--- config.mk ---
export PLATFORM = sky130hd
export DESIGN_NAME = cost_sorted_next_hop_table_core
export DESIGN_NICKNAME = d
export VERILOG_FILES = /design/src/sv/cshnt_pkg.sv /design/src/sv/cost_sorted_next_hop_table_core.sv /design/src/sv/cshnt_entry_ram.sv
export SDC_FILE = /design/constraint.sdc
export NUM_CORES = 2
export LEC_CHECK = 0
export ABC_AREA = 1
export ABC_CLOCK_PERIOD_IN_PS = 10900
export CORE_MARGIN = 1
export CORE_UTILIZATION = 50
export DETAILED_ROUTE_END_ITERATION = 10
export DONT_BUFFER_PORTS = 1
export PLACE_DENSITY_LB_ADDON = 0.2
export SKIP_CTS_REPAIR_TIMING = 1
export SLEW_MARGIN = 20
export SYNTH_ARGS = -nofsm -noshare
export SYNTH_HDL_FRONTEND = slang
export SYNTH_SLANG_ARGS = --single-unit
--- constraint.sdc ---
create_clock -name clk -period 10.9 [get_ports clk]
set_input_delay 1.635 -clock clk [delete_from_list [all_inputs] [get_ports clk]]
set_output_delay 1.635 -clock clk [all_outputs]
set_load 0.02 [all_outputs]
--- src/sv/cshnt_pkg.sv ---
package cshnt_pkg;

  // default sizing
  localparam int MAX_HOPS_DEF  = 16;
  localparam int FACE_BITS_DEF = 16;

  // field widths of the words on the ports
  localparam int FACE_W  = 16;
  localparam int COST_W  = 64;
  localparam int RANK_W  = 4;
  localparam int POS_W   = 4;
  localparam int COUNT_W = 5;

  typedef enum logic [1:0] {
    ACT_ADD    = 2'd0,
    ACT_REMOVE = 2'd1,
    ACT_QUERY  = 2'd2,
    ACT_READ   = 2'd3
  } action_t;

  typedef enum logic [2:0] {
    ST_UPDATED   = 3'd0,
    ST_ADDED     = 3'd1,
    ST_REMOVED   = 3'd2,
    ST_NOT_FOUND = 3'd3,
    ST_FULL      = 3'd4,
    ST_PRESENT   = 3'd5,
    ST_READ_OK   = 3'd6
  } status_t;

  typedef struct packed {
    action_t             action;
    logic [FACE_W-1:0]   face_id;
    logic [COST_W-1:0]   hop_cost;
    logic [RANK_W-1:0]   rank;
  } in_word_t;

  typedef struct packed {
    status_t             status;
    logic [POS_W-1:0]    position;
    logic [FACE_W-1:0]   out_face_id;
    logic [COST_W-1:0]   out_cost;
    logic [COUNT_W-1:0]  entry_count;
  } out_word_t;

endpackage

--- src/sv/cost_sorted_next_hop_table_core.sv ---
// Read at rank: the RAM read issues on accept and S_RDWAIT gives the strobe; a rank past
// the count is answered from S_IDLE and busy never rises. Query, add/update, remove sweep
// one entry per cycle on the single RAM read port; S_DECIDE gives the strobe. Changes then
// move entries one per cycle (read, write back next cycle) in S_SHIFT while busy stays high.
// Reset clears the entry count and control; the entry RAM is not cleared.
// Results are single-cycle strobes; the receiver cannot stall.
module cost_sorted_next_hop_table_core #(
  parameter int MAX_HOPS  = cshnt_pkg::MAX_HOPS_DEF,
  parameter int FACE_BITS = cshnt_pkg::FACE_BITS_DEF
) (
  input  logic                 clk,
  input  logic                 rst_n,
  input  logic                 start,
  output logic                 busy,
  input  cshnt_pkg::in_word_t  in_word,
  output logic                 out_valid,
  output cshnt_pkg::out_word_t out_word
);
  import cshnt_pkg::*;

  localparam int AW = $clog2(MAX_HOPS);
  localparam int CW = $clog2(MAX_HOPS + 1);
  localparam int RW = (CW > RANK_W) ? CW : RANK_W;
  localparam int FW = (FACE_BITS < FACE_W) ? FACE_BITS : FACE_W;
  localparam int DW = FW + COST_W;

  typedef enum logic [2:0] {
    S_IDLE,
    S_SCAN,
    S_DECIDE,
    S_RDWAIT,
    S_SHIFT
  } state_t;

  state_t             state_r;
  logic [CW-1:0]      count_r;
  action_t            act_r;
  logic [FW-1:0]      face_r;
  logic [COST_W-1:0]  cost_r;
  logic [RANK_W-1:0]  rank_r;

  // sweep
  logic [CW-1:0]      sa_r;
  logic               found_r;
  logic [AW-1:0]      idx_r;
  logic [CW-1:0]      le_r;
  logic [COST_W-1:0]  hit_cost_r;

  // shift engine
  logic               up_r;
  logic [AW-1:0]      sh_r;
  logic [CW-1:0]      mv_r;
  logic               pend_r;
  logic [AW-1:0]      pend_addr_r;
  logic               ins_r;
  logic [AW-1:0]      pos_r;

  logic               out_valid_r;
  out_word_t          out_word_r;

  // RAM ports
  logic               ram_wr_en;
  logic [AW-1:0]      ram_wr_addr;
  logic [DW-1:0]      ram_wr_data;
  logic               ram_rd_en;
  logic [AW-1:0]      ram_rd_addr;
  logic [DW-1:0]      ram_rd_data;

  logic [FW-1:0]      rd_face;
  logic [COST_W-1:0]  rd_cost;
  logic [RW-1:0]      rank_ext;
  logic [RW-1:0]      cnt_ext;
  logic               rank_ok;
  logic               accept;
  logic               full;
  logic [CW-1:0]      idx_ext;
  logic [CW-1:0]      sa_last;

  // outcome of the sweep, loaded in S_DECIDE
  out_word_t          dec_word;
  logic [CW-1:0]      dec_count;
  logic               dec_shift;
  logic               dec_up;
  logic [AW-1:0]      dec_sh;
  logic [CW-1:0]      dec_mv;
  logic               dec_ins;

  assign rd_face  = ram_rd_data[DW-1:COST_W];
  assign rd_cost  = ram_rd_data[COST_W-1:0];
  assign rank_ext = RW'(in_word.rank);
  assign cnt_ext  = RW'(count_r);
  assign rank_ok  = rank_ext < cnt_ext;
  assign accept   = start && (state_r == S_IDLE);
  assign full     = count_r == CW'(MAX_HOPS);
  assign idx_ext  = CW'(idx_r);
  assign sa_last  = sa_r - CW'(1);

  assign busy      = state_r != S_IDLE;
  assign out_valid = out_valid_r;
  assign out_word  = out_word_r;

  cshnt_entry_ram #(
    .DEPTH (MAX_HOPS),
    .DW    (DW)
  ) u_ram (
    .clk     (clk),
    .wr_en   (ram_wr_en),
    .wr_addr (ram_wr_addr),
    .wr_data (ram_wr_data),
    .rd_en   (ram_rd_en),
    .rd_addr (ram_rd_addr),
    .rd_data (ram_rd_data)
  );

  // RAM access selection
  always_comb begin
    ram_rd_en   = 1'b0;
    ram_rd_addr = '0;
    ram_wr_en   = 1'b0;
    ram_wr_addr = pend_addr_r;
    ram_wr_data = ram_rd_data;
    case (state_r)
      S_IDLE: begin
        if (accept) begin
          if (in_word.action == ACT_READ) begin
            ram_rd_en   = rank_ok;
            ram_rd_addr = rank_ext[AW-1:0];
          end else begin
            ram_rd_en   = count_r != '0;
            ram_rd_addr = '0;
          end
        end
      end
      S_SCAN: begin
        ram_rd_en   = sa_r < count_r;
        ram_rd_addr = sa_r[AW-1:0];
      end
      S_SHIFT: begin
        ram_rd_en   = mv_r != '0;
        ram_rd_addr = sh_r;
        if (pend_r) begin
          ram_wr_en = 1'b1;
        end else if (mv_r == '0 && ins_r) begin
          ram_wr_en   = 1'b1;
          ram_wr_addr = pos_r;
          ram_wr_data = {face_r, cost_r};
        end
      end
      default: begin
      end
    endcase
  end

  // result word and move plan once the sweep is done
  always_comb begin
    dec_word.status      = ST_NOT_FOUND;
    dec_word.position    = '0;
    dec_word.out_face_id = FACE_W'(face_r);
    dec_word.out_cost    = '0;
    dec_word.entry_count = COUNT_W'(count_r);
    dec_count = count_r;
    dec_shift = 1'b0;
    dec_up    = 1'b0;
    dec_sh    = idx_r + AW'(1);
    dec_mv    = '0;
    dec_ins   = 1'b0;
    case (act_r)
      ACT_QUERY: begin
        if (found_r) begin
          dec_word.status   = ST_PRESENT;
          dec_word.position = POS_W'(idx_r);
          dec_word.out_cost = hit_cost_r;
        end
      end
      ACT_REMOVE: begin
        if (found_r) begin
          dec_word.status      = ST_REMOVED;
          dec_word.position    = POS_W'(idx_r);
          dec_word.out_cost    = hit_cost_r;
          dec_word.entry_count = COUNT_W'(count_r - CW'(1));
          dec_count = count_r - CW'(1);
          // close the gap: move idx+1..count-1 down by one
          dec_shift = 1'b1;
          dec_mv    = count_r - CW'(1) - idx_ext;
        end
      end
      ACT_ADD: begin
        if (found_r) begin
          dec_word.status   = ST_UPDATED;
          dec_word.position = POS_W'(le_r);
          dec_word.out_cost = cost_r;
          dec_shift = 1'b1;
          dec_ins   = 1'b1;
          if (le_r >= idx_ext) begin
            // entry moves toward the tail
            dec_mv = le_r - idx_ext;
          end else begin
            // entry moves toward the head
            dec_up = 1'b1;
            dec_sh = idx_r - AW'(1);
            dec_mv = idx_ext - le_r;
          end
        end else if (full) begin
          dec_word.status = ST_FULL;
        end else begin
          dec_word.status      = ST_ADDED;
          dec_word.position    = POS_W'(le_r);
          dec_word.out_cost    = cost_r;
          dec_word.entry_count = COUNT_W'(count_r + CW'(1));
          dec_count = count_r + CW'(1);
          // open a slot: move le..count-1 up by one
          dec_shift = 1'b1;
          dec_up    = 1'b1;
          dec_sh    = sa_last[AW-1:0];
          dec_mv    = count_r - le_r;
          dec_ins   = 1'b1;
        end
      end
      default: begin
      end
    endcase
  end

  // sequencer
  always_ff @(posedge clk) begin
    if (!rst_n) begin
      state_r     <= S_IDLE;
      count_r     <= '0;
      out_valid_r <= 1'b0;
      pend_r      <= 1'b0;
      mv_r        <= '0;
      ins_r       <= 1'b0;
    end else begin
      case (state_r)
        S_IDLE: begin
          // only a read past the end answers straight away
          out_valid_r <= accept && (in_word.action == ACT_READ) && !rank_ok;
          if (accept) begin
            act_r   <= in_word.action;
            face_r  <= in_word.face_id[FW-1:0];
            cost_r  <= in_word.hop_cost;
            rank_r  <= in_word.rank;
            sa_r    <= CW'(1);
            found_r <= 1'b0;
            idx_r   <= '0;
            le_r    <= '0;
            hit_cost_r <= '0;
            if (in_word.action == ACT_READ) begin
              if (rank_ok) begin
                state_r <= S_RDWAIT;
              end else begin
                // rank past the end
                out_word_r.status      <= ST_NOT_FOUND;
                out_word_r.position    <= in_word.rank;
                out_word_r.out_face_id <= '0;
                out_word_r.out_cost    <= '0;
                out_word_r.entry_count <= COUNT_W'(count_r);
              end
            end else if (count_r == '0) begin
              state_r <= S_DECIDE;
            end else begin
              state_r <= S_SCAN;
            end
          end
        end

        S_SCAN: begin
          out_valid_r <= 1'b0;
          // entry sa_r-1 is on the read data
          if (rd_face == face_r && !found_r) begin
            found_r    <= 1'b1;
            idx_r      <= sa_last[AW-1:0];
            hit_cost_r <= rd_cost;
          end else if (rd_cost <= cost_r) begin
            le_r <= le_r + CW'(1);
          end
          if (sa_r < count_r) begin
            sa_r <= sa_r + CW'(1);
          end else begin
            state_r <= S_DECIDE;
          end
        end

        S_RDWAIT: begin
          out_valid_r            <= 1'b1;
          out_word_r.status      <= ST_READ_OK;
          out_word_r.position    <= rank_r;
          out_word_r.out_face_id <= FACE_W'(rd_face);
          out_word_r.out_cost    <= rd_cost;
          out_word_r.entry_count <= COUNT_W'(count_r);
          state_r                <= S_IDLE;
        end

        S_DECIDE: begin
          out_valid_r <= 1'b1;
          out_word_r  <= dec_word;
          count_r     <= dec_count;
          up_r        <= dec_up;
          sh_r        <= dec_sh;
          mv_r        <= dec_mv;
          ins_r       <= dec_ins;
          pend_r      <= 1'b0;
          pos_r       <= le_r[AW-1:0];
          state_r     <= dec_shift ? S_SHIFT : S_IDLE;
        end

        S_SHIFT: begin
          out_valid_r <= 1'b0;
          // one read per cycle, written back one slot over on the next cycle
          if (mv_r != '0) begin
            mv_r        <= mv_r - CW'(1);
            pend_r      <= 1'b1;
            sh_r        <= up_r ? sh_r - AW'(1) : sh_r + AW'(1);
            pend_addr_r <= up_r ? sh_r + AW'(1) : sh_r - AW'(1);
          end else begin
            pend_r <= 1'b0;
            if (!pend_r) begin
              ins_r   <= 1'b0;
              state_r <= S_IDLE;
            end
          end
        end

        default: begin
          out_valid_r <= 1'b0;
          state_r     <= S_IDLE;
        end
      endcase
    end
  end

endmodule

--- src/sv/cshnt_entry_ram.sv ---
module cshnt_entry_ram #(
  parameter int DEPTH = 16,
  parameter int DW    = 80
) (
  input  logic                     clk,
  input  logic                     wr_en,
  input  logic [$clog2(DEPTH)-1:0] wr_addr,
  input  logic [DW-1:0]            wr_data,
  input  logic                     rd_en,
  input  logic [$clog2(DEPTH)-1:0] rd_addr,
  output logic [DW-1:0]            rd_data
);

  logic [DW-1:0] mem [DEPTH];

  // write port
  always_ff @(posedge clk) begin
    if (wr_en) begin
      mem[wr_addr] <= wr_data;
    end
  end

  // registered read port
  always_ff @(posedge clk) begin
    if (rd_en) begin
      rd_data <= mem[rd_addr];
    end
  end

endmodule
# After elaboration in Yosys (flattened, before gate mapping)
# Memories as Yosys holds them, arrays and structs flattened. A register that Yosys moved wholly into a read port is not among the register bits.
# Index checks and enable logic that the tools add are counted.
# W data, S select, Z words.
# totals
reg_bits	286
latch_bits	0
ram_bits	1280
romBits	0
inputBits	89
out_inout_bits	94
elab_cells	189
memories	1
# classes
n_addsub	14
n_mul	0
div_mod_pow	0
magnitude_cmp	4
eq_ne	24
shift	0
n_mux	91
n_bitwise	0
reduce_logical	31
# memory_table
name	depth	width	read_ports	rd_clocked_by_memory_dff	wr	line_no	source
u_ram.mem	16	80	1	1	1	cshnt_entry_ram.sv:14	logic [DW-1:0] mem [DEPTH];
# ops
cell	count
$mux W92	3
$pmux W92 S3	1
$mux W64	4
$mux W80	3
$pmux W64 S3	1
$mux W69	2
$pmux W64 S2	1
$mux W5	15
$le A64 B64 Y1	1
$mux W4	15
$pmux W5 S2	6
$ne A2 B2 Y1 const B	13
$mux W3	8
$pmux W7 S3	1
$reduce_and A5 Y1	4
$mux W1	18
$eq A16 B16 Y1	1
$pmux W4 S2	2
$add A5 B1 Y5 const B	3
$mux W7	2
$pmux W3 S4	1
$pmux W4 S3	1
$reduce_and A3 Y1	4
$sub A4 B1 Y4 const B	3
30 further kinds	51

# Logic depth before layout (Yosys ltp)
# logic_depth
depth_word	7
depth_mapped	18

# Hierarchy
# A second synthesis with hierarchy kept.
# hier_totals
hier_cells	6942
hier_area_um2	72791.1
# by_module_without_submodules
mod	instances	cells_per_inst	area_per_inst_um2	seq_area_each_um2
cshnt_entry_ram	1	5255	56995.9	40839.2
cost_sorted_next_hop_table_core	1	1687	15795.1	8428.1

# Worst setup path before layout
# No wires, ideal clock.
# synth_path
path_type	input -> register
from	input port rst_n
to	register out_word_r (netlist bit out_word[0]), enable pin
t_arrival_ps	8805
required_time_ps	10230
slack_ps	1425
cell_stages	4
n_path_buf	0
cell_sequence	inv_1 -> nor2_1 -> nand2_1 -> o21ai_0
# synth_between
elab_chain_cells	1
# synth_lines
item	line_no	source
start, declared	cost_sorted_next_hop_table_core.sv:12	input logic rst_n,
$reduce_and A5 Y1 (no source line)	n/a	
end signal, assigned	cost_sorted_next_hop_table_core.sv:296	out_word_r <= dec_word;
end, declared	cost_sorted_next_hop_table_core.sv:59	out_word_t out_word_r;
# Every way passes these cells.
# A chain may end at the register's enable or synchronous reset.

# Final worst setup path
# layout_path
from	register state_r[0]
to	memory u_ram.mem[12][78], enable pin
# layout_between
elab_chain_cells	4
elab_cells_between_ends	5
cone_classes	1 x eq/ne; 4 x mux
# layout_lines
item	line_no	source
start, declared	cost_sorted_next_hop_table_core.sv:35	state_t state_r;
start signal, assigned	cost_sorted_next_hop_table_core.sv:304	state_r <= dec_shift ? S_SHIFT : S_IDLE;
$eq A3 B3 Y1 *	cost_sorted_next_hop_table_core.sv:122	case (state_r)
$mux W1	cost_sorted_next_hop_table_core.sv:122	
$mux W1	cshnt_entry_ram.sv:18	if (wr_en) begin
$mux W1 (implied by the code)	cshnt_entry_ram.sv:19	mem[wr_addr] <= wr_data;
end, declared	cshnt_entry_ram.sv:14	
# Mark *: on every way between the ends. The rest lies on a longest branch, timed or not.

==> reports/metrics.cfg <==
[clocking]
clockBufferDepth = 3
root_buffer = clkbuf_16
htree_levels = 4
cts_tree = yes
cts_made_buffers = 171
clk_latency_ps = 800
cts_sinks = 1646
path_clk_slew_ps = 60

[sta]
slew_violations = 0
tns_ps = 0
setup_slack_ps = 5030
layout_min_cycle_time_ps = 5870
clock_skew_ps = 25.1
setup_viol = 0
worstMarginPinSlew_ps = 1220
clock.fmax_mhz = 170
hold_viol_final = 0
rsz0062_at_grt = no
fin_crit_sh_pct = 53.8
max-slew-margin-rel_pct = 18.0

[floorplanning]
core_mm2 = 0.139
die_y_um = 376
pin_count = 183
num_rows = 137
start_util_pct = 50.3
die_area_mm2 = 0.142
die_w_um = 376

[global_route]
antenna_found_initial = 4
grt_first_pass_wirelength_um = 279000
overflow = 0
grt_usage_pct = 26.7
grt_pass1_vias = 43100
grt_max_degree = 239

[min_path]
hp-start = mv_r[4]
hold_path_end = mv_r[4]
hold_depth = 2
hp-class = reg -> reg

[pwr]
p_leak_uw = 0.0287
powerDensity_mw_per_mm2 = 201
comb_power_share_pct = 14.5
max-vdd-ir-drop_mv = 0.148
seqPwrFrac_pct = 48.7
p_int_uw = 11300
p_clk_share_pct = 36.8
switching_power_uw = 4300
sw_frac_of_total_pct = 27.5

[worst_setup_path]
critPathRequiredTime_ps = 11320
r2r_cells = 10
end_kind = flop
critPathArrivalTime_ps = 6280
worstPathMaxFanout = 53
rr_endpoint = u_ram.mem[12][78]
worstSetupStartpointType = flop
worstReg2RegStart = state_r[0]
critPathKind = reg -> reg
regToRegSetupSlack_ps = 5030

[synthesis]
synth_warnings = 0
ys_ff_latch = 1646
syn_nets = 6247
syn_area_mm2 = 0.0701
yosysSeqAreaShare_pct = 70.3
syn_inst = 6057
synth_largest_area_cell = edfxtp_1
syn_area_per_cell_um2 = 11.6
synth_top_area_share_pct = 69.8
ys_types = 49
ys_top_cells_by_area = edfxtp_1, nand2_1, o211ai_1

[route]
first_iter_violations = 4562
antenna_left = 0
drc = 0
viasPerCell = 5.65
totalWireLength_um = 189000
num_vias = 45300
routedWlPerCell_um = 23.6
first_pass_iters = 5

[run_status]
status = completed

[placed_design]
gp_routability_congestion = 0.858
hpwl_um = 102000
place.port_buffers = 0
pre_cts_ws_ps = 5150

[final_layout]
final_common_cell = nand2_1
multiInputGateArea_mm2 = 0.0172
synthToLayoutAreaGrowth_pct = 10.7
mostFrequentLayoutCells = nand2_1, edfxtp_1, inv_1
nNetsFinal = 6191
fin_util_pct = 55.7
drive_above_1_share_pct = 6.89
fillers = 11400
seq_area_mm2 = 0.0493

[flow_run]
maxCapViolations = 0

[critical path, stage by stage (launching register included)]
cell	delay, ps
dfxtp_1	610
nor2_4	80
nand2_1	460
inv_1	340
nand4_1	210
buf_4	590
mux2i_1	410
nand4_1	440
nor2_4	900
buf_4	610
buf_4	760
[registers in the layout (all words and copies together), names as in the netlist]
name / cells
le_r: 5
state_r: 3
hit_cost_r: 64
u_ram.mem: 1280
pos_r: 4
sa_r: 5
pend_r: 1
cost_r: 64
rank_r: 4
act_r: 2
cnt_ext: 5
face_r: 16
mv_r: 5
out_word: 92
u_ram.rd_data: 80
sh_r: 4
ins_r: 1
idx_r: 4
found_r: 1
out_valid: 1
up_r: 1
pend_addr_r: 4
[how the worst max path moves through the flow]
| stage | to | from |
|---|---|---|
| final | u_ram.mem[12][78] | state_r[0] |
| after global routing | u_ram.mem[12][72] | state_r[0] |
| after CTS | u_ram.mem[12][78] | state_r[0] |
| after detailed placement | u_ram.mem[12][72] | state_r[0] |
| after global placement | u_ram.mem[12][72] | state_r[0] |
| after floorplan | out_word[0] | rst_n |
[power by group through the flow]
| stage | clock (uW) | combinational, uW | sequential, uW |
|---|---|---|---|
| floorplan | 0 | 1510 | 7700 |
| global placement | 0 | 2200 | 7750 |
| detailed placement | 0 | 2230 | 7750 |
| CTS | 5840 | 2250 | 7620 |
| global route | 6060 | 2500 | 7630 |
| finish | 5750 | 2270 | 7620 |
[per-stage QoR]
| stage | total power (uW) | instance area (um^2) | instances | hold slack [ps] |
|---|---|---|---|---|
| 2_1_floorplan | 9210 | 70100 | 6057 | 457 |
| 4_1_cts | 15700 | 77500 | 8016 | 489 |
| 3_3_place_gp | 9950 | 72000 | 7701 | 470 |
| 5_1_grt | 16200 | 77600 | 8017 | 507 |
| 3_5_place_dp | 9980 | 72000 | 7703 | 480 |
| 6_report | 15600 | 77600 | 8019 | 490 |
[logic make-up after synthesis]
logic type	synth area share [%]
and+or+nand+nor	12.9
DFF	70.3
AOI/OAI and AO/OA	9.03
buffers and inverters	5.62
adders and majority gates	1.85
xor gates and xnor gates	0.325
muxes	0.0143
[synth_stat cells (all sizes together)]
cell type / number
nand2: 1734
edfxtp: 1630
inv: 643
o211ai: 406
a21oi: 388
nand3: 296
nor2: 218
buf: 216
o21ai: 148
clkbuf: 113
ha: 97
o22ai: 58
dfxtp: 16
xor2: 16
nand4: 11
xnor2: 10
nor3: 9
or2: 7
o21a: 5
o32ai: 5
fa: 4
o2111ai: 4
a22oi: 3
clkinv: 3
nand3b: 3
a21o: 2
and2: 2
nor4: 2
o21bai: 2
a211oi: 1
a31oi: 1
a32oi: 1
mux2i: 1
o221ai: 1
o31ai: 1
[per-layer routing]
layer | vias to the layer above | routed length (um) | global-route usage [%]
li1 | 21000 | - | -
met1 | 22000 | 80900 | 38.2
met2 | 1958 | 87900 | 42.1
met3 | 310 | 15400 | 3.87
met4 | 0 | 5260 | 8.99
met5 | - | 0 | 0
[area by class of cell]
type | count | area share, %
diodes | 2 | 0.00645
clock buffers | 212 | 5.79
clock inverters | 101 | 1.28
inverters | 646 | 3.15
multi-input cells | 3436 | 22.2
flip-flops and latches | 1646 | 63.5
well taps | 1876 | 3.02
repair buffers | 100 | 1.06
No activity file was read; power rests on OpenSTA's default activity.
